File: config.mk
export PLATFORM = sky130hd
export DESIGN_NAME = power_button_sequencer_flat
export DESIGN_NICKNAME = d
export VERILOG_FILES = /design/src/design/pbs_pkg.sv /design/src/design/pbs_if.sv /design/src/design/power_button_sequencer.sv /design/src/flat_wrapper.sv
export SDC_FILE = /design/constraint.sdc
export NUM_CORES = 1
export LEC_CHECK = 0
export ABC_CLOCK_PERIOD_IN_PS = 5600
export CORE_MARGIN = 2
export CORE_UTILIZATION = 32
export CTS_BUF_LIST = sky130_fd_sc_hd__clkbuf_2 sky130_fd_sc_hd__clkbuf_4 sky130_fd_sc_hd__clkbuf_8
export DETAILED_ROUTE_END_ITERATION = 8
export DONT_BUFFER_PORTS = 1
export PLACE_DENSITY = 0.46
export SYNTH_ARGS = -nofsm -noshare
export SYNTH_HDL_FRONTEND = slang
export SYNTH_SLANG_ARGS = --single-unit
export TNS_END_PERCENT = 1
File: constraint.sdc
create_clock -name clk -period 5.6 [get_ports clk]
set_input_delay 1.4 -clock clk [delete_from_list [all_inputs] [get_ports clk]]
set_output_delay 1.4 -clock clk [all_outputs]
set_load 0.02 [all_outputs]
File: src/design/pbs_pkg.sv
// ----------------------------------------------------------------------------
// Power button sequencer package
// Shared types and constants for the power button sequencer.
// ----------------------------------------------------------------------------
package pbs_pkg;

  localparam int unsigned NOW_W    = 64;
  localparam int unsigned WINDOW_W = 16;
  localparam int unsigned SEQ_W    = 9;

  localparam logic [SEQ_W-1:0] SEQ_IDLE        = 9'd0;
  localparam logic [SEQ_W-1:0] SEQ_FADE_START  = 9'd1;
  localparam logic [SEQ_W-1:0] SEQ_FIRST_LIGHT = 9'd2;
  localparam logic [SEQ_W-1:0] SEQ_OFF_AT      = 9'd260;
  localparam logic [SEQ_W-1:0] SEQ_ON_START    = 9'd261;
  localparam logic [SEQ_W-1:0] SEQ_LIGHT_AT    = 9'd280;
  localparam logic [SEQ_W-1:0] SEQ_END_AT      = 9'd300;

  localparam logic [WINDOW_W-1:0] WINDOW_RESET = 16'd1000;

  typedef enum logic [1:0] {
    FADE_NONE    = 2'd0,
    FADE_DARK    = 2'd1,
    FADE_RESTORE = 2'd2
  } fade_t;

endpackage

File: src/design/pbs_if.sv
// ----------------------------------------------------------------------------
// Power button sequencer channels
// Valid/ready channels for service pass items and result items.
// ----------------------------------------------------------------------------
interface pbs_in_if import pbs_pkg::*; ();
  logic             valid;
  logic             ready;
  logic             button_pressed;
  logic             power_on;
  logic [NOW_W-1:0] now_time;

  modport source (output valid, button_pressed, power_on, now_time, input ready);
  modport sink   (input valid, button_pressed, power_on, now_time, output ready);
endinterface

interface pbs_out_if ();
  logic       valid;
  logic       ready;
  logic       led_on;
  logic       power_enable;
  logic       power_disable;
  logic [1:0] fade_request;
  logic       activity;
  logic       busy_res;

  modport source (output valid, led_on, power_enable, power_disable, fade_request,
                  activity, busy_res, input ready);
  modport sink   (input valid, led_on, power_enable, power_disable, fade_request,
                  activity, busy_res, output ready);
endinterface

File: src/design/power_button_sequencer.sv
// ----------------------------------------------------------------------------
// Power button sequencer
// Push-button LED control with timed power-on and fade-to-dark sequences.
// Each result item is registered and is offered in the cycle after its item is accepted.
// Throughput: one item per cycle while results are taken; the result register frees as it is taken.
// Reset (rst_n low, synchronous) clears button, LED, counter and change time,
// loads the short press window with 1000 and empties the result register.
// ----------------------------------------------------------------------------
module power_button_sequencer import pbs_pkg::*; #(
  parameter int unsigned TIME_WIDTH = 64
) (
  input  logic                clk,
  input  logic                rst_n,
  input  logic                cfg_we,
  input  logic [WINDOW_W-1:0] cfg_wdata,
  pbs_in_if.sink              in_ch,
  pbs_out_if.source           out_ch
);

  logic [WINDOW_W-1:0]   window_r;
  logic                  btn_r, btn_nxt;
  logic [TIME_WIDTH-1:0] last_r, last_nxt;
  logic [SEQ_W-1:0]      seq_r, seq_nxt;
  logic                  led_r, led_nxt;

  logic                  out_valid_r;
  logic                  en_r, en_nxt;
  logic                  dis_r, dis_nxt;
  fade_t                 fade_r, fade_nxt;
  logic                  act_r, act_nxt;

  logic                  accept;
  logic                  change;
  logic [TIME_WIDTH-1:0] now_t;
  logic [TIME_WIDTH-1:0] elapsed;
  logic [SEQ_W-1:0]      seq_adv;

  assign in_ch.ready = !out_valid_r || out_ch.ready;
  assign accept      = in_ch.valid && in_ch.ready;
  assign now_t       = in_ch.now_time[TIME_WIDTH-1:0];
  assign elapsed     = now_t - last_r;
  assign change      = in_ch.button_pressed != btn_r;

  always_comb begin
    seq_nxt  = seq_r;
    led_nxt  = led_r;
    btn_nxt  = btn_r;
    last_nxt = last_r;
    en_nxt   = 1'b0;
    dis_nxt  = 1'b0;
    fade_nxt = FADE_NONE;
    act_nxt  = 1'b0;
    seq_adv  = seq_r + 9'd1;

    // advance a running sequence
    if (seq_r != SEQ_IDLE) begin
      seq_nxt = seq_adv;
      if (seq_adv == SEQ_OFF_AT) begin
        led_nxt = 1'b0;
        dis_nxt = 1'b1;
        seq_nxt = SEQ_IDLE;
      end else if (seq_adv == SEQ_END_AT) begin
        led_nxt = 1'b0;
        seq_nxt = SEQ_IDLE;
      end else if (seq_adv == SEQ_FIRST_LIGHT || seq_adv == SEQ_LIGHT_AT) begin
        led_nxt = 1'b1;
      end
    end

    if (change) begin
      btn_nxt  = in_ch.button_pressed;
      last_nxt = now_t;
      act_nxt  = 1'b1;
      led_nxt  = in_ch.button_pressed && (seq_nxt == SEQ_IDLE);
      if (seq_nxt == SEQ_IDLE) begin
        if (!in_ch.power_on) begin
          if (in_ch.button_pressed) begin
            en_nxt   = 1'b1;
            seq_nxt  = SEQ_ON_START;
            fade_nxt = FADE_RESTORE;
          end
        end else if (!in_ch.button_pressed &&
                     elapsed < TIME_WIDTH'(window_r)) begin
          seq_nxt  = SEQ_FADE_START;
          fade_nxt = FADE_DARK;
          led_nxt  = 1'b1;
        end
      end
    end
  end

  always_ff @(posedge clk) begin
    if (!rst_n) begin
      window_r    <= WINDOW_RESET;
      btn_r       <= 1'b0;
      last_r      <= '0;
      seq_r       <= SEQ_IDLE;
      led_r       <= 1'b0;
      out_valid_r <= 1'b0;
    end else begin
      if (cfg_we) begin
        window_r <= cfg_wdata;
      end
      if (accept) begin
        btn_r  <= btn_nxt;
        last_r <= last_nxt;
        seq_r  <= seq_nxt;
        led_r  <= led_nxt;
      end
      if (accept) begin
        out_valid_r <= 1'b1;
      end else if (out_ch.ready) begin
        out_valid_r <= 1'b0;
      end
    end
  end

  always_ff @(posedge clk) begin
    if (accept) begin
      en_r   <= en_nxt;
      dis_r  <= dis_nxt;
      fade_r <= fade_nxt;
      act_r  <= act_nxt;
    end
  end

  assign out_ch.valid         = out_valid_r;
  assign out_ch.led_on        = led_r;
  assign out_ch.power_enable  = en_r;
  assign out_ch.power_disable = dis_r;
  assign out_ch.fade_request  = fade_r;
  assign out_ch.activity      = act_r;
  assign out_ch.busy_res      = seq_r != SEQ_IDLE;

endmodule

File: src/flat_wrapper.sv
// flat-port wrapper written by rule: the top's interface ports become plain ports
module power_button_sequencer_flat import pbs_pkg::*;
#(
  parameter int unsigned TIME_WIDTH = 64
)
  (clk, rst_n, cfg_we, cfg_wdata, in_ch_valid, in_ch_button_pressed, in_ch_power_on, in_ch_now_time, in_ch_ready, out_ch_valid, out_ch_led_on, out_ch_power_enable, out_ch_power_disable, out_ch_fade_request, out_ch_activity, out_ch_busy_res, out_ch_ready);
  pbs_in_if in_ch_i ();
  pbs_out_if out_ch_i ();
  input  logic clk;
  input  logic rst_n;
  input  logic cfg_we;
  input  logic [WINDOW_W-1:0] cfg_wdata;
  input wire logic [$bits(in_ch_i.valid)-1:0] in_ch_valid;
  input wire logic [$bits(in_ch_i.button_pressed)-1:0] in_ch_button_pressed;
  input wire logic [$bits(in_ch_i.power_on)-1:0] in_ch_power_on;
  input wire logic [$bits(in_ch_i.now_time)-1:0] in_ch_now_time;
  output wire logic [$bits(in_ch_i.ready)-1:0] in_ch_ready;
  output wire logic [$bits(out_ch_i.valid)-1:0] out_ch_valid;
  output wire logic [$bits(out_ch_i.led_on)-1:0] out_ch_led_on;
  output wire logic [$bits(out_ch_i.power_enable)-1:0] out_ch_power_enable;
  output wire logic [$bits(out_ch_i.power_disable)-1:0] out_ch_power_disable;
  output wire logic [$bits(out_ch_i.fade_request)-1:0] out_ch_fade_request;
  output wire logic [$bits(out_ch_i.activity)-1:0] out_ch_activity;
  output wire logic [$bits(out_ch_i.busy_res)-1:0] out_ch_busy_res;
  input wire logic [$bits(out_ch_i.ready)-1:0] out_ch_ready;
  assign in_ch_i.valid = in_ch_valid;
  assign in_ch_i.button_pressed = in_ch_button_pressed;
  assign in_ch_i.power_on = in_ch_power_on;
  assign in_ch_i.now_time = in_ch_now_time;
  assign in_ch_ready = in_ch_i.ready;
  assign out_ch_valid = out_ch_i.valid;
  assign out_ch_led_on = out_ch_i.led_on;
  assign out_ch_power_enable = out_ch_i.power_enable;
  assign out_ch_power_disable = out_ch_i.power_disable;
  assign out_ch_fade_request = out_ch_i.fade_request;
  assign out_ch_activity = out_ch_i.activity;
  assign out_ch_busy_res = out_ch_i.busy_res;
  assign out_ch_i.ready = out_ch_ready;
  power_button_sequencer #(.TIME_WIDTH(TIME_WIDTH)) u_core (.clk(clk), .rst_n(rst_n), .cfg_we(cfg_we), .cfg_wdata(cfg_wdata), .in_ch(in_ch_i), .out_ch(out_ch_i));
endmodule
## Word level (Yosys, flattened, before mapping)

Index checks and enable logic that the tools add are counted.

| word-level totals | value |
|---|---|
| memory bits (read-only) | 0 |
| bits in registers | 97 |
| RAM bits | 0 |
| memories | 0 |
| bits in latches | 0 |
| bits of input ports | 87 |

| cells by class | value |
|---|---|
| multiplexer cells | 24 |
| reductions and logical operators | 16 |
| $mul | 0 |
| bitwise logic cells | 2 |
| $lt $le $gt $ge | 1 |
| shifts and indexed selects | 0 |
| divide/modulo/power cells | 0 |
| $add $sub $neg | 2 |
| equality and inequality tests | 5 |

Operators with widths:

| kind | count |
|---|---|
| $mux W9 | 8 |
| $lt A64 B16 Y1 | 1 |
| $sub A64 B64 Y64 | 1 |
| $eq A9 B9 Y1 const B | 3 |
| $mux W1 | 14 |
| $add A9 B1 Y9 const B | 1 |
| $eq A9 B2 Y1 const B | 1 |
| $logic_not A9 Y1 | 1 |
| $reduce_bool A9 Y1 | 1 |
| $mux W2 | 2 |
| $reduce_and A2 Y1 | 2 |
| $reduce_bool A2 Y1 | 2 |
| $reduce_bool A4 Y1 | 1 |
| $logic_and A1 B1 Y1 | 3 |
| $reduce_and A3 Y1 | 1 |
| $reduce_or A3 Y1 | 1 |
| $logic_not A1 Y1 | 2 |
| $logic_or A1 B1 Y1 | 2 |
| $not A1 Y1 | 2 |
| $ne A1 B1 Y1 | 1 |

## Depth between registers and ports, before layout

Gate-level depths: netlist of the first run.

| logic depth | value |
|---|---|
| depth after elaboration | 11 |
| depth in mapped cells | 21 |

## Worst setup path after synthesis of the first run

No wires, ideal clock.

| timing path | value |
|---|---|
| kind | input port to flip-flop |
| from | input in_ch_now_time[2] |
| to | register u_core.seq_r[0] |
| arrival time | 4.675 ns |
| cell stages on the path | 19 |
| path slack | 0.851 ns |
| setup time | 0.074 ns |
| path buffers | 0 |
| cells stage by stage | ha_1 o211ai_1 a21o_1 nand2_1 a31oi_1 o21ai_0 xor2_1 ha_1 nand4_1 nor2_1 a211oi_1 o32ai_1 nor4_1 o2111ai_1 nor4_1 o221ai_1 nor4_1 nand4_1 a31oi_1 |

| between the ends | value |
|---|---|
| cells in the longest elaborated chain, start to end | 7 |

RTL lines:

| what | RTL line | RTL |
|---|---|---|
| start, declared | flat_wrapper.sv:16 | `input wire logic [$bits(in_ch_i.now_time)-1:0] in_ch_now_time;` |
| $sub A64 B64 Y64 | power_button_sequencer.sv:41 | `assign elapsed = now_t - last_r;` |
| $lt A64 B16 Y1 | power_button_sequencer.sv:83 | `elapsed < TIME_WIDTH'(window_r)) begin` |
| $logic_and A1 B1 Y1 | power_button_sequencer.sv:82 | `end else if (!in_ch.button_pressed &&` |
| $mux W9 | power_button_sequencer.sv:82 |  |
| $mux W9 | power_button_sequencer.sv:76 | `if (!in_ch.power_on) begin` |
| $mux W9 | power_button_sequencer.sv:75 | `if (seq_nxt == SEQ_IDLE) begin` |
| $mux W9 | power_button_sequencer.sv:70 | `if (change) begin` |
| end signal, assigned | power_button_sequencer.sv:107 | `seq_r <= seq_nxt;` |
| end, declared | power_button_sequencer.sv:23 | `logic [SEQ_W-1:0] seq_r, seq_nxt;` |

No other way between the ends.
A chain may end at the register's enable or synchronous reset.

## Worst setup path after layout of the first run

Same ends and word-level chain as after synthesis.

==> impl_summary.txt, run 1 <==
----------------------------------------------------
[Clock tree]
  Post-CTS Setup Repair Bufs ... 0
  Hold buffers post-CTS ... 0
  Clock buffer count from CTS ... 9
  Worst-Skew Late Latency ... 0.41 ns
  Max clock buf depth ... 2
  Clock input transition at the sequential cells of the worst setup and hold paths ... 0.12 ns
  Clock Sink Count ... 96
  TritonCTS clock tree ... done
  CTS resizes ... 0
  CTS HTree Levels ... 3
  Root buffer cell ... clkbuf_8

[Placed design]
  Port Buf Inserts ... 0
  Sum of net half-perimeters after detailed placement ... 22.3 mm
  Routability Congestion ... 0.889
  Cell area reported after detailed placement ... 9280 um^2

[STA]
  Fmax ... 199 MHz
  Final worst path period need ... 5.03 ns
  Slew margin rel. ... 49.3%
  Total of endpoints with negative setup slack in the final report ... 0
  Clock tree skew after final layout ... 0.0154 ns
  Count of final hold-check violations ... 0
  Max-slew violation count ... 0
  Sum of negative setup slack ... 0 ns
  Transition time at the pin with the least slew margin ... 0.761 ns
  Setup repair after global routing missed its margin ... no
  Fin crit share ... 89.8%

[Die]
  Overall die height ... 172 um
  Rows ... 61
  Chip width ... 172 um
  Starting utilization of the core area ... 32.6%
  IO Count ... 96
  Core area ... 27900 um^2
  Area enclosed by the die boundary ... 29700 um^2

[Finish]
  Commonest non-fill, non-tap cell in the layout ... nand2_1
  Total number of nets in the final design ... 1387
  Finished Cell Area ... 9480 um^2
  Top library cells by usage in the layout, fill and taps aside ... nand2_1 (241), a21oi_1 (103), inv_1 (101), dfxtp_1 (92), ha_1 (81)
  Antenna diode instance count ... 0
  Fraction of layout cells with a size suffix above 1 ... 3.84%
  Relative area change from synthesis to final layout ... 4.54%

[Detailed routing]
  Length of the first detailed-routing pass in iterations ... 5
  Iteration-0 DRC count of the detailed router ... 693
  Post-detailed-route via-to-cell ratio ... 5.39
  Post-route DRC violation count ... 0
  Average wire per cell in the routed design ... 17.5 um
  Remaining antenna violation count ... 0
  Via count ... 8632
  Total Wirelength ... 28.1 mm

[Power]
  Power per cell area ... 215 nW/um^2
  Reg power frac ... 36.9%
  Switching portion of total power ... 41.5%
  Static Leakage ... 3.39 nW
  Peak ir drop on the vdd network ... 0.0995 mV
  Comb pwr share ... 38.6%
  Clock group share of total power ... 24.5%
  Net load switching power ... 0.845 mW
  Internal power ... 1.19 mW

[Worst setup path]
  Element type at the critical path end ... flip-flop
  Setup slack on the worst flop-to-flop path ... 1.18 ns
  Worst path required time ... 5.95 ns
  Depth of the most critical reg-to-reg path ... 20
  Worst Setup Path Type ... primary input to flip-flop
  Signal arrival time at the worst endpoint ... 5.38 ns
  Critical Path Start Type ... primary input
  Crit-path max FO ... 5

[Yosys]
  Net Count, Synth ... 1442
  Syn Area/Cell ... 7.12 um^2
  Count of state elements after synthesis ... 96
  Ys async rst share ... 0%
  Ys flop type ... dfxtp_1
  Post-synth EDFFs ... 4
  Unique cell type count in the Yosys netlist ... 81
  Instance count of the mapped netlist ... 1273
  Sequential area share after synthesis ... 21.6%
  Synth warn ... 0
  Cell area after synthesis ... 9070 um^2

[Global route]
  Largest net degree at the start of global routing ... 93
  Initial antenna violation count ... 0
  Overall overflow remaining after global route ... 0
  Total track usage ... 19.0%
  Vias in the first global route ... 8256
  Wire length of the first global-routing pass ... 44.7 mm

[Status]
  Outcome ... finished, final reports clean

[Worst hold path]
  Hold WC Path Type ... flip-flop to flip-flop
  Depth of the worst hold-timing path ... 2

[Run]
  Count of max-cap constraint violations ... 0

----------------------------------------------------
==> registers in the layout (all words and copies together) (netlist names) <==
signal,count
u_core.out_ch.led_on,1
u_core.out_ch.power_disable,1
u_core.out_ch.activity,1
u_core.last_r,64
u_core.seq_r,9
u_core.btn_r,1
u_core.out_ch.valid,1
u_core.window_r,16
u_core.out_ch.fade_request,2
==> power by group through the flow <==
stage          sequential, mW  combinational [mW]  clock, mW
2_1_floorplan           0.758               0.602          0
3_3_place_gp            0.767               0.777          0
3_5_place_dp            0.768               0.778          0
4_1_cts                 0.752               0.782      0.529
5_1_grt                 0.757               0.878      0.549
6_report                0.752               0.786      0.499
==> critical path: stages <==
cell and delay (ns):
ha_1 0.34, o211ai_1 0.27, a21o_1 0.19, nand2_1 0.10, a31oi_1 0.35, o31ai_1 0.16
xor2_1 0.18, ha_1 0.21, nor2_1 0.08, o211ai_1 0.09, a311oi_1 0.28, o221ai_1 0.18
nor4_1 0.27, o2111ai_1 0.14, nor4_1 0.27, o221ai_1 0.15, nor4_1 0.23, nand4_1 0.26
a31oi_1 0.22
==> metrics by stage <==
step | hold WS [ns] | total power, mW | util, % | std cells | worst slack, ns
floorplan | 0.443 | 1.36 | - | 1273 | 0.851
global placement | 0.450 | 1.54 | 33.3 | 1585 | 0.280
detailed placement | 0.456 | 1.55 | 33.3 | 1585 | 0.108
CTS | 0.472 | 2.06 | 34.0 | 1601 | 0.571
global route | 0.486 | 2.18 | 34.0 | 1601 | 0.103
finish | 0.465 | 2.04 | 34.0 | 1601 | 0.571
==> cells by family after synthesis <==
logic type	synth area share (%)
adders and majority gates	11.4
AOI/OAI and AO/OA	29.0
and+or+nand+nor	23.7
xor gates and xnor gates	4.73
buffers and inverters	7.46
DFF	21.6
muxes	2.04
==> path summary, 6_finish.rpt <==
path / start / to
max: in_ch_now_time[2] / u_core.seq_r[0]
min: u_core.last_r[36] / u_core.last_r[36]
max reg2reg: u_core.last_r[2] / u_core.seq_r[0]
min reg2reg: u_core.last_r[36] / u_core.last_r[36]
==> metal layers <==
layer,GRT usage (%),wire [um],vias to the layer above
met5,0,0,-
met3,3.71,1370,28
met1,26.7,14000,3987
met4,5.52,491,0
met2,29.5,12200,205
li1,-,-,4412
==> cells in the mapped netlist (all sizes together) (14+ instances only) <==
cell type  instances  area (um^2)
nand2            242          908
a21oi            103          515
inv              101          379
dfxtp             92         1840
ha                81         1010
a21boi            74          556
nor2              74          278
o21ai             67          339
clkbuf            45          171
nand4             37          253
xnor2             26          228
buf               25          126
xor2              23          201
a21o              21          158
nand3             19          100
nor4              19          119
o211ai            17          128
nor3              16         85.1
a211oi            14          128
mux2i             14          140
nor2b             14         87.6
o21a              14          105
==> area by class of cell <==
type | instances | area [um^2]
clock buffers | 9 | 124
clock inverters | 7 | 78.8
fillers | 3050 | 18400
inverters | 101 | 379
multi-input cells | 1006 | 6430
flip-flops and latches | 96 | 1960
well taps | 378 | 473
repair buffers | 4 | 30.0
Note: power is estimated with default switching activity, not from simulation.
==> inputs of run 2 (changes only) <==
- ABC_AREA: not set -> 1
- SLEW_MARGIN: not set -> 10
==> impl_summary.txt, run 2 <==
----------------------------------------------------
[Status]
  Outcome ... finished, final reports clean (unchanged)

[Die]
  Chip width ... 184 um (was 172 um)
  Starting utilization of the core area ... 32.2% (was 32.6%)
  Overall die height ... 184 um (was 172 um)
  Area enclosed by the die boundary ... 34000 um^2 (was 29700 um^2)
  IO Count ... 96 (unchanged)
  Core area ... 32300 um^2 (was 27900 um^2)
  Rows ... 66 (was 61)

[Worst setup path]
  Reg-to-reg endpoint ... u_core.seq_r[0] (unchanged)
  Setup slack on the worst flop-to-flop path ... 1.95 ns (was 1.18 ns)
  Peak per-stage delay on the critical path ... 0.34 ns (was 0.35 ns)
  Element type at the critical path end ... flip-flop (unchanged)
  Worst path required time ... 5.99 ns (was 5.95 ns)
  Series of cell instances along the critical path ... ha_1 -> nand2_1 -> inv_1 -> a21oi_1 -> inv_1 -> nor2_1 -> nand2_1 -> xor2_1 -> ha_1 -> nand2_1 -> inv_1 -> a221oi_1 -> nand2_1 -> nor2_1 -> nand2_1 -> nor2_1 -> nand2_1 -> nor2_1 -> nand3_1 -> nor2_1 -> nand3_1 -> nand3_1 -> nand2_1 -> inv_1 (was ha_1 -> o211ai_1 -> a21o_1 -> nand2_1 -> a31oi_1 -> o31ai_1 -> xor2_1 -> ha_1 -> nor2_1 -> o211ai_1 -> a311oi_1 -> o221ai_1 -> nor4_1 -> o2111ai_1 -> nor4_1 -> o221ai_1 -> nor4_1 -> nand4_1 -> a31oi_1)
  Critical Path Start Type ... primary input (unchanged)
  Critical Path Slowest Stage Cell ... ha_1 (was a31oi_1)
  Signal arrival time at the worst endpoint ... 4.66 ns (was 5.38 ns)
  WP buf/inv ... 4 (was 0)
  R2R Path Start ... u_core.last_r[14] (was u_core.last_r[2])
  Worst Setup Path Type ... primary input to flip-flop (unchanged)
  Crit path max-delay family ... simple AND/OR/NAND/NOR gates (was compound AO/OA/AOI/OAI gates)
  Depth of the most critical reg-to-reg path ... 25 (was 20)
  Crit-path max FO ... 4 (was 5)
  Most prevalent standard cell on the critical path ... nand2_1 (was nor4_1)

[Power]
  Peak ir drop on the vdd network ... 0.121 mV (was 0.0995 mV)
  Static Leakage ... 5.99 nW (was 3.39 nW)
  Power per cell area ... 224 nW/um^2 (was 215 nW/um^2)

[Placed design]
  DP Worst Slack ... 0.868 ns (was 0.108 ns)
  Sum of net half-perimeters after detailed placement ... 31.3 mm (was 22.3 mm)
  Cell area reported after detailed placement ... 10800 um^2 (was 9280 um^2)
  Port Buf Inserts ... 0 (unchanged)
  Routability Congestion ... 0.938 (was 0.889)

[STA]
  Total of endpoints with negative setup slack in the final report ... 0 (unchanged)
  Setup repair after global routing missed its margin ... no (unchanged)
  Slew margin rel. ... 27.2% (was 49.3%)
  Fmax ... 234 MHz (was 199 MHz)
  Final worst path period need ... 4.27 ns (was 5.03 ns)
  Max-slew violation count ... 0 (unchanged)
  Count of final hold-check violations ... 0 (unchanged)
  Transition time at the pin with the least slew margin ... 1.09 ns (was 0.761 ns)
  Fin crit share ... 76.2% (was 89.8%)
  Clock tree skew after final layout ... 0.0168 ns (was 0.0154 ns)
  Post-layout worst setup margin ... 1.33 ns (was 0.571 ns)
  Sum of negative setup slack ... 0 ns (unchanged)

[Finish]
  Fraction of layout cells with a size suffix above 1 ... 2.16% (was 3.84%)
  Biggest regs ... u_core.last_r: 64 flops, u_core.window_r: 16 flops, u_core.seq_r: 9 flops (unchanged)
  Commonest non-fill, non-tap cell in the layout ... nand2_1 (unchanged)
  Relative area change from synthesis to final layout ... 6.08% (was 4.54%)
  Top library cells by usage in the layout, fill and taps aside ... nand2_1 (630), inv_1 (408), nor2_1 (185), a21oi_1 (150), o21ai_0 (103) (was nand2_1 (241), a21oi_1 (103), inv_1 (101), dfxtp_1 (92), ha_1 (81))
  Max FFs per register ... 64 (unchanged)
  Finished Cell Area ... 11000 um^2 (was 9480 um^2)
  Antenna diode instance count ... 0 (unchanged)
  Total number of nets in the final design ... 2061 (was 1387)
  Reg with most FFs ... u_core.last_r (unchanged)

[Yosys]
  Synth warn ... 0 (unchanged)
  Most area-consuming cells after synthesis ... nand2_1 (23%), dfxtp_1 (18%), inv_1 (15%) (was dfxtp_1 (20%), ha_1 (11%), nand2_1 (10%))
  Sequential area share after synthesis ... 18.9% (was 21.6%)
  Post-synth EDFFs ... 4 (unchanged)
  Count of state elements after synthesis ... 96 (unchanged)
  Cell area after synthesis ... 10400 um^2 (was 9070 um^2)
  Ys flop type ... dfxtp_1 (unchanged)
  Cell type with the largest total area after synthesis ... nand2_1 (was dfxtp_1)
  Ys async rst share ... 0% (unchanged)
  Dominant cell by count in the synthesized netlist ... nand2_1 (unchanged)
  Instance count of the mapped netlist ... 1908 (was 1273)
  Net Count, Synth ... 2077 (was 1442)
  Post-synth top cells ... nand2_1 (630), inv_1 (408), nor2_1 (185), a21oi_1 (150), o21ai_0 (103) (was nand2_1 (242), a21oi_1 (103), inv_1 (101), dfxtp_1 (92), ha_1 (81))
  Share of the synthesized area in the top cell type ... 22.7% (was 20.3%)
  Unique cell type count in the Yosys netlist ... 42 (was 81)
  Syn Area/Cell ... 5.45 um^2 (was 7.12 um^2)

[Global route]
  Total track usage ... 21.6% (was 19.0%)
  Vias in the first global route ... 10400 (was 8256)
  Overall overflow remaining after global route ... 0 (unchanged)
  Initial antenna violation count ... 0 (unchanged)
  Largest net degree at the start of global routing ... 126 (was 93)
  Wire length of the first global-routing pass ... 56.5 mm (was 44.7 mm)

[Clock tree]
  CTS resizes ... 0 (unchanged)
  Clock Sink Count ... 96 (unchanged)
  CTS HTree Levels ... 3 (unchanged)
  Root buffer cell ... clkbuf_8 (unchanged)
  Max clock buf depth ... 2 (unchanged)
  Worst-Skew Late Latency ... 0.44 ns (was 0.41 ns)
  Post-CTS Setup Repair Bufs ... 0 (unchanged)
  Clock input transition at the sequential cells of the worst setup and hold paths ... 0.11 ns (was 0.12 ns)
  Clock buffer count from CTS ... 9 (unchanged)
  Hold buffers post-CTS ... 0 (unchanged)
  TritonCTS clock tree ... done (unchanged)

[Detailed routing]
  Total Wirelength ... 36.2 mm (was 28.1 mm)
  Via count ... 11000 (was 8632)
  Post-route DRC violation count ... 0 (unchanged)
  Iteration-0 DRC count of the detailed router ... 599 (was 693)
  Post-detailed-route via-to-cell ratio ... 4.68 (was 5.39)
  Remaining antenna violation count ... 0 (unchanged)
  Average wire per cell in the routed design ... 15.5 um (was 17.5 um)
  Length of the first detailed-routing pass in iterations ... 5 (unchanged)

[Worst hold path]
  Hold WC Path Type ... flip-flop to flip-flop (unchanged)
  WHS Endpoint ... u_core.last_r[4] (was u_core.last_r[36])
  Launch instance of the worst min-delay path ... u_core.last_r[4] (was u_core.last_r[36])
  Depth of the worst hold-timing path ... 2 (unchanged)

[Run]
  Count of max-cap constraint violations ... 0 (unchanged)

----------------------------------------------------
[run 2: cells by family after synthesis]
group | share of synthesized area [%]
DFF | 18.9
buffers and inverters | 16.1
AOI/OAI and AO/OA | 14.0
adders and majority gates | 9.94
and+or+nand+nor | 38.6
xor gates and xnor gates | 2.51
[run 2: worst register-to-register path: cells and delay by family (launching register included)]
family | cells | cell delay [ns]
AO/OA/AOI/OAI | 2 | 0.56
XOR/XNOR | 1 | 0.18
adder cells (fa/ha/maj) | 2 | 0.63
buffers and inverters | 5 | 0.30
flip-flops | 1 | 0.32
AND/OR/NAND/NOR | 15 | 1.65
[run 2: where the power goes]
| part | total (mW) | switching [mW] | internal (mW) |
|---|---|---|---|
| Sequential | 0.765 | 0.0214 | 0.744 |
| Clock | 0.473 | 0.300 | 0.173 |
| Combinational | 1.23 | 0.838 | 0.390 |
[run 2: how the worst max path moves through the flow]
stage                                  start                             to  slack [ns]  cells past startpoint
after CTS                 in_ch_now_time[14]                u_core.seq_r[0]        1.34                     24
after detailed placement  in_ch_now_time[14]                u_core.seq_r[0]        0.87                     24
final                     in_ch_now_time[14]                u_core.seq_r[0]        1.33                     24
after global routing      in_ch_now_time[14]                u_core.seq_r[0]        0.99                     24
after floorplan            in_ch_now_time[0]  u_core.out_ch.fade_request[0]        1.47                     25
after global placement    in_ch_now_time[14]  u_core.out_ch.fade_request[0]        0.92                     24
[run 2: area by class of cell]
type	instances	area, um^2
fillers	3784	21300
multi-input cells	1372	6770
flip-flops and latches	96	1960
inverters	412	1550
well taps	442	553
clock buffers	9	124
clock inverters	7	70.1
repair buffers	1	7.51
[run 2: layer usage]
metal | vias to the layer above | global-route usage (%) | share of wire [%]
met4 | 0 | 4.80 | 1.4
met2 | 168 | 38.1 | 48
met3 | 24 | 3.60 | 3.8
li1 | 5846 | - | -
met5 | - | 0 | 0
met1 | 4913 | 27.6 | 47
[run 2: per-stage QoR]
stage	hold slack, ns	util [%]	total power, mW	instances
detailed placement	0.448	33.6	2.01	2323
CTS	0.463	34.2	2.51	2339
floorplan	0.433	-	1.67	1908
finish	0.459	34.2	2.47	2339
global route	0.472	34.2	2.70	2339
global placement	0.440	33.6	2.01	2323
==> inputs of run 3 (changes only) <==
- ABC_AREA: 1 -> 0
- ABC_CLOCK_PERIOD_IN_PS: 5600 -> 4110
- clock period: 5.6 -> 4.11 ns (I/O delays scaled with it)
==> impl_summary.txt, run 3 (same netlist as run 1, synthesis figures left out) <==
----------------------------------------------------
[Global route]
  Total track usage ... 20.4% (was 21.6%)
  Initial antenna violation count ... 0 (unchanged)
  Met2 Use GR ... 31.0% (was 38.1%)
  Vias in the first global route ... 8902 (was 10400)
  GR Util met3 ... 3.59% (was 3.60%)
  Met1 usage ... 28.9% (was 27.6%)
  Layer with the highest usage ... met2 (unchanged)
  Overall overflow remaining after global route ... 0 (unchanged)
  Wire length of the first global-routing pass ... 47.3 mm (was 56.5 mm)
  Largest net degree at the start of global routing ... 93 (was 126)

[Finish]
  Reg with most FFs ... u_core.last_r (unchanged)
  Biggest regs ... u_core.last_r: 64 flops, u_core.window_r: 16 flops, u_core.seq_r: 9 flops (unchanged)
  Max FFs per register ... 64 (unchanged)
  Fraction of the core area covered by cells at the end of the flow ... 39.4% (was 34.2%)
  Commonest non-fill, non-tap cell in the layout ... nand2_1 (unchanged)
  Fraction of layout cells with a size suffix above 1 ... 17.5% (was 2.16%)
  Relative area change from synthesis to final layout ... 21.1% (was 6.08%)
  Finished Cell Area ... 11000 um^2 (about the same)
  Total number of nets in the final design ... 1566 (was 2061)
  Number of cells in the finished layout apart from fillers ... 1780 (was 2339)
  Antenna diode instance count ... 0 (unchanged)
  Top library cells by usage in the layout, fill and taps aside ... nand2_1 (240), buf_4 (181), inv_1 (99), a21oi_1 (97), dfxtp_1 (92) (was nand2_1 (630), inv_1 (408), nor2_1 (185), a21oi_1 (150), o21ai_0 (103))

[STA]
  Max-slew violation count ... 0 (unchanged)
  Post-layout worst setup margin ... 0.0532 ns (was 1.33 ns)
  Clock tree skew after final layout ... 0.0213 ns (was 0.0168 ns)
  Total of endpoints with negative setup slack in the final report ... 0 (unchanged)
  Slew margin rel. ... 56.2% (was 27.2%)
  Transition time at the pin with the least slew margin ... 0.657 ns (was 1.09 ns)
  Fin crit share ... 98.7%
  Setup repair after global routing missed its margin ... yes (was no)
  Final worst path period need ... 4.06 ns
  Fmax ... 246 MHz
  Final Hold Slack ... 0.465 ns (was 0.459 ns)
  Sum of negative setup slack ... 0 ns (unchanged)
  Count of final hold-check violations ... 0 (unchanged)

[Clock tree]
  Worst-Skew Late Latency ... 0.43 ns (was 0.44 ns)
  Max clock buf depth ... 2 (unchanged)
  Clock buffer count from CTS ... 9 (unchanged)
  Clock input transition at the sequential cells of the worst setup and hold paths ... 0.13 ns (was 0.11 ns)
  TritonCTS clock tree ... done (unchanged)
  Hold buffers post-CTS ... 0 (unchanged)
  Clock Sink Count ... 96 (unchanged)
  Post-CTS Setup Repair Bufs ... 0 (unchanged)
  CTS HTree Levels ... 3 (unchanged)
  Root buffer cell ... clkbuf_8 (unchanged)

[Detailed routing]
  Post-detailed-route via-to-cell ratio ... 5.17 (was 4.68)
  Total Wirelength ... 29.6 mm (was 36.2 mm)
  Post-route DRC violation count ... 0 (unchanged)
  Length of the first detailed-routing pass in iterations ... 5 (unchanged)
  Remaining antenna violation count ... 0 (unchanged)
  Iteration-0 DRC count of the detailed router ... 548 (was 599)
  Average wire per cell in the routed design ... 16.6 um (was 15.5 um)
  Via count ... 9206 (was 11000)

[Worst setup path]
  Signal arrival time at the worst endpoint ... 4.42 ns (was 4.66 ns)
  Worst Setup Path Type ... primary input to flip-flop (unchanged)
  Element type at the critical path end ... flip-flop (unchanged)
  Worst path required time ... 4.48 ns (was 5.99 ns)
  Crit-path max FO ... 4 (unchanged)
  Critical Path Start Type ... primary input (unchanged)

[Worst hold path]
  Hold WC Path Type ... flip-flop to flip-flop (unchanged)

[Power]
  Clock group share of total power ... 22.4% (was 19.2%)
  Power per cell area ... 279 nW/um^2 (was 224 nW/um^2)
  Net load switching power ... 1.23 mW (was 1.16 mW)
  Peak ir drop on the vdd network ... 0.138 mV (was 0.121 mV)
  Comb pwr share ... 44.2% (was 49.8%)
  Static Leakage ... 4.27 nW (was 5.99 nW)
  Reg power frac ... 33.3% (was 31.0%)
  Overall power after layout ... 3.06 mW (was 2.47 mW)
  Switching portion of total power ... 40.1% (was 47.0%)
  Internal power ... 1.84 mW (was 1.31 mW)

[Placed design]
  Port Buf Inserts ... 0 (unchanged)
  Number of placed instances with taps included ... 1764 (was 2323)
  DP Worst Slack ... -0.630 ns (was 0.868 ns)
  Routability Congestion ... 0.900 (was 0.938)
  Cell area reported after detailed placement ... 10700 um^2 (was 10800 um^2)
  Sum of net half-perimeters after detailed placement ... 24.0 mm (was 31.3 mm)

[Die]
  Core area ... 27900 um^2 (was 32300 um^2)
  Area enclosed by the die boundary ... 29700 um^2 (was 34000 um^2)
  Overall die height ... 172 um (was 184 um)
  Rows ... 61 (was 66)
  Chip width ... 172 um (was 184 um)
  Starting utilization of the core area ... 32.6% (was 32.2%)
  IO Count ... 96 (unchanged)

[Status]
  Outcome ... finished, final reports clean (unchanged)

[Run]
  Count of max-cap constraint violations ... 0 (unchanged)

----------------------------------------------------
==> run 3: changes by cell type in the layout (fill, tap and decap cells not counted), moves of 44 or more <==
cell	change
nand2_1	-390
inv_1	-309
buf_4	+180
nor2_1	-111
nand3_1	-76
a21boi_0	+72
a21oi_1	-53
o21ai_0	-44
==> run 3: repair_timing <==
action	4_1_cts	5_1_grt
pin swaps	6	5
gates resized for setup	8	5
endpoints found under the hold margin	0	0
setup endpoints to repair	3	3
==> run 3: power by group through the flow <==
stage / registers, mW / logic [mW] / clock network [mW]
global placement: 1.04 / 1.33 / 0
detailed placement: 1.04 / 1.34 / 0
floorplan: 1.03 / 0.830 / 0
finish: 1.02 / 1.36 / 0.687
global route: 1.03 / 1.51 / 0.752
CTS: 1.02 / 1.35 / 0.723
==> run 3: critical path: stages <==
cell      delay, ns
ha_1           0.34
nand4_2        0.16
buf_4          0.18
buf_4          0.13
or4_1          0.52
a211oi_2       0.29
o311a_1        0.31
o2111a_1       0.23
o21ai_1        0.08
mux2i_1        0.15
o311ai_0       0.18
nor4_1         0.35
buf_4          0.18
nand4_1        0.13
a31oi_1        0.16
==> run 3: layer usage <==
metal / routed length (um) / vias to the layer above
met2: 12400 / 185
li1: - / 4750
met5: 0 / -
met3: 1430 / 40
met1: 15000 / 4231
met4: 670 / 0
==> run 3: final timing paths <==
| kind | slack, ns | depth (start not counted) | from | end |
|---|---|---|---|---|
| worst max-delay path | 0.05 | 15 | in_ch_now_time[9] | u_core.seq_r[0] |
| worst min-delay path | 0.47 | 2 | u_core.last_r[32] | u_core.last_r[32] |
| worst max register to register | 0.25 | 20 | u_core.last_r[4] | u_core.seq_r[0] |
| worst min register to register | 0.47 | 2 | u_core.last_r[32] | u_core.last_r[32] |
==> run 3: final cells by class <==
| type | instances | area [um^2] |
|---|---|---|
| fill | 3046 | 16900 |
| multi-input combinational | 1006 | 6540 |
| sequential | 96 | 1960 |
| tap | 378 | 473 |
| inverter | 101 | 392 |
| clock buffer | 9 | 124 |
| clock inverter | 7 | 86.3 |
| timing repair buffer | 183 | 1400 |
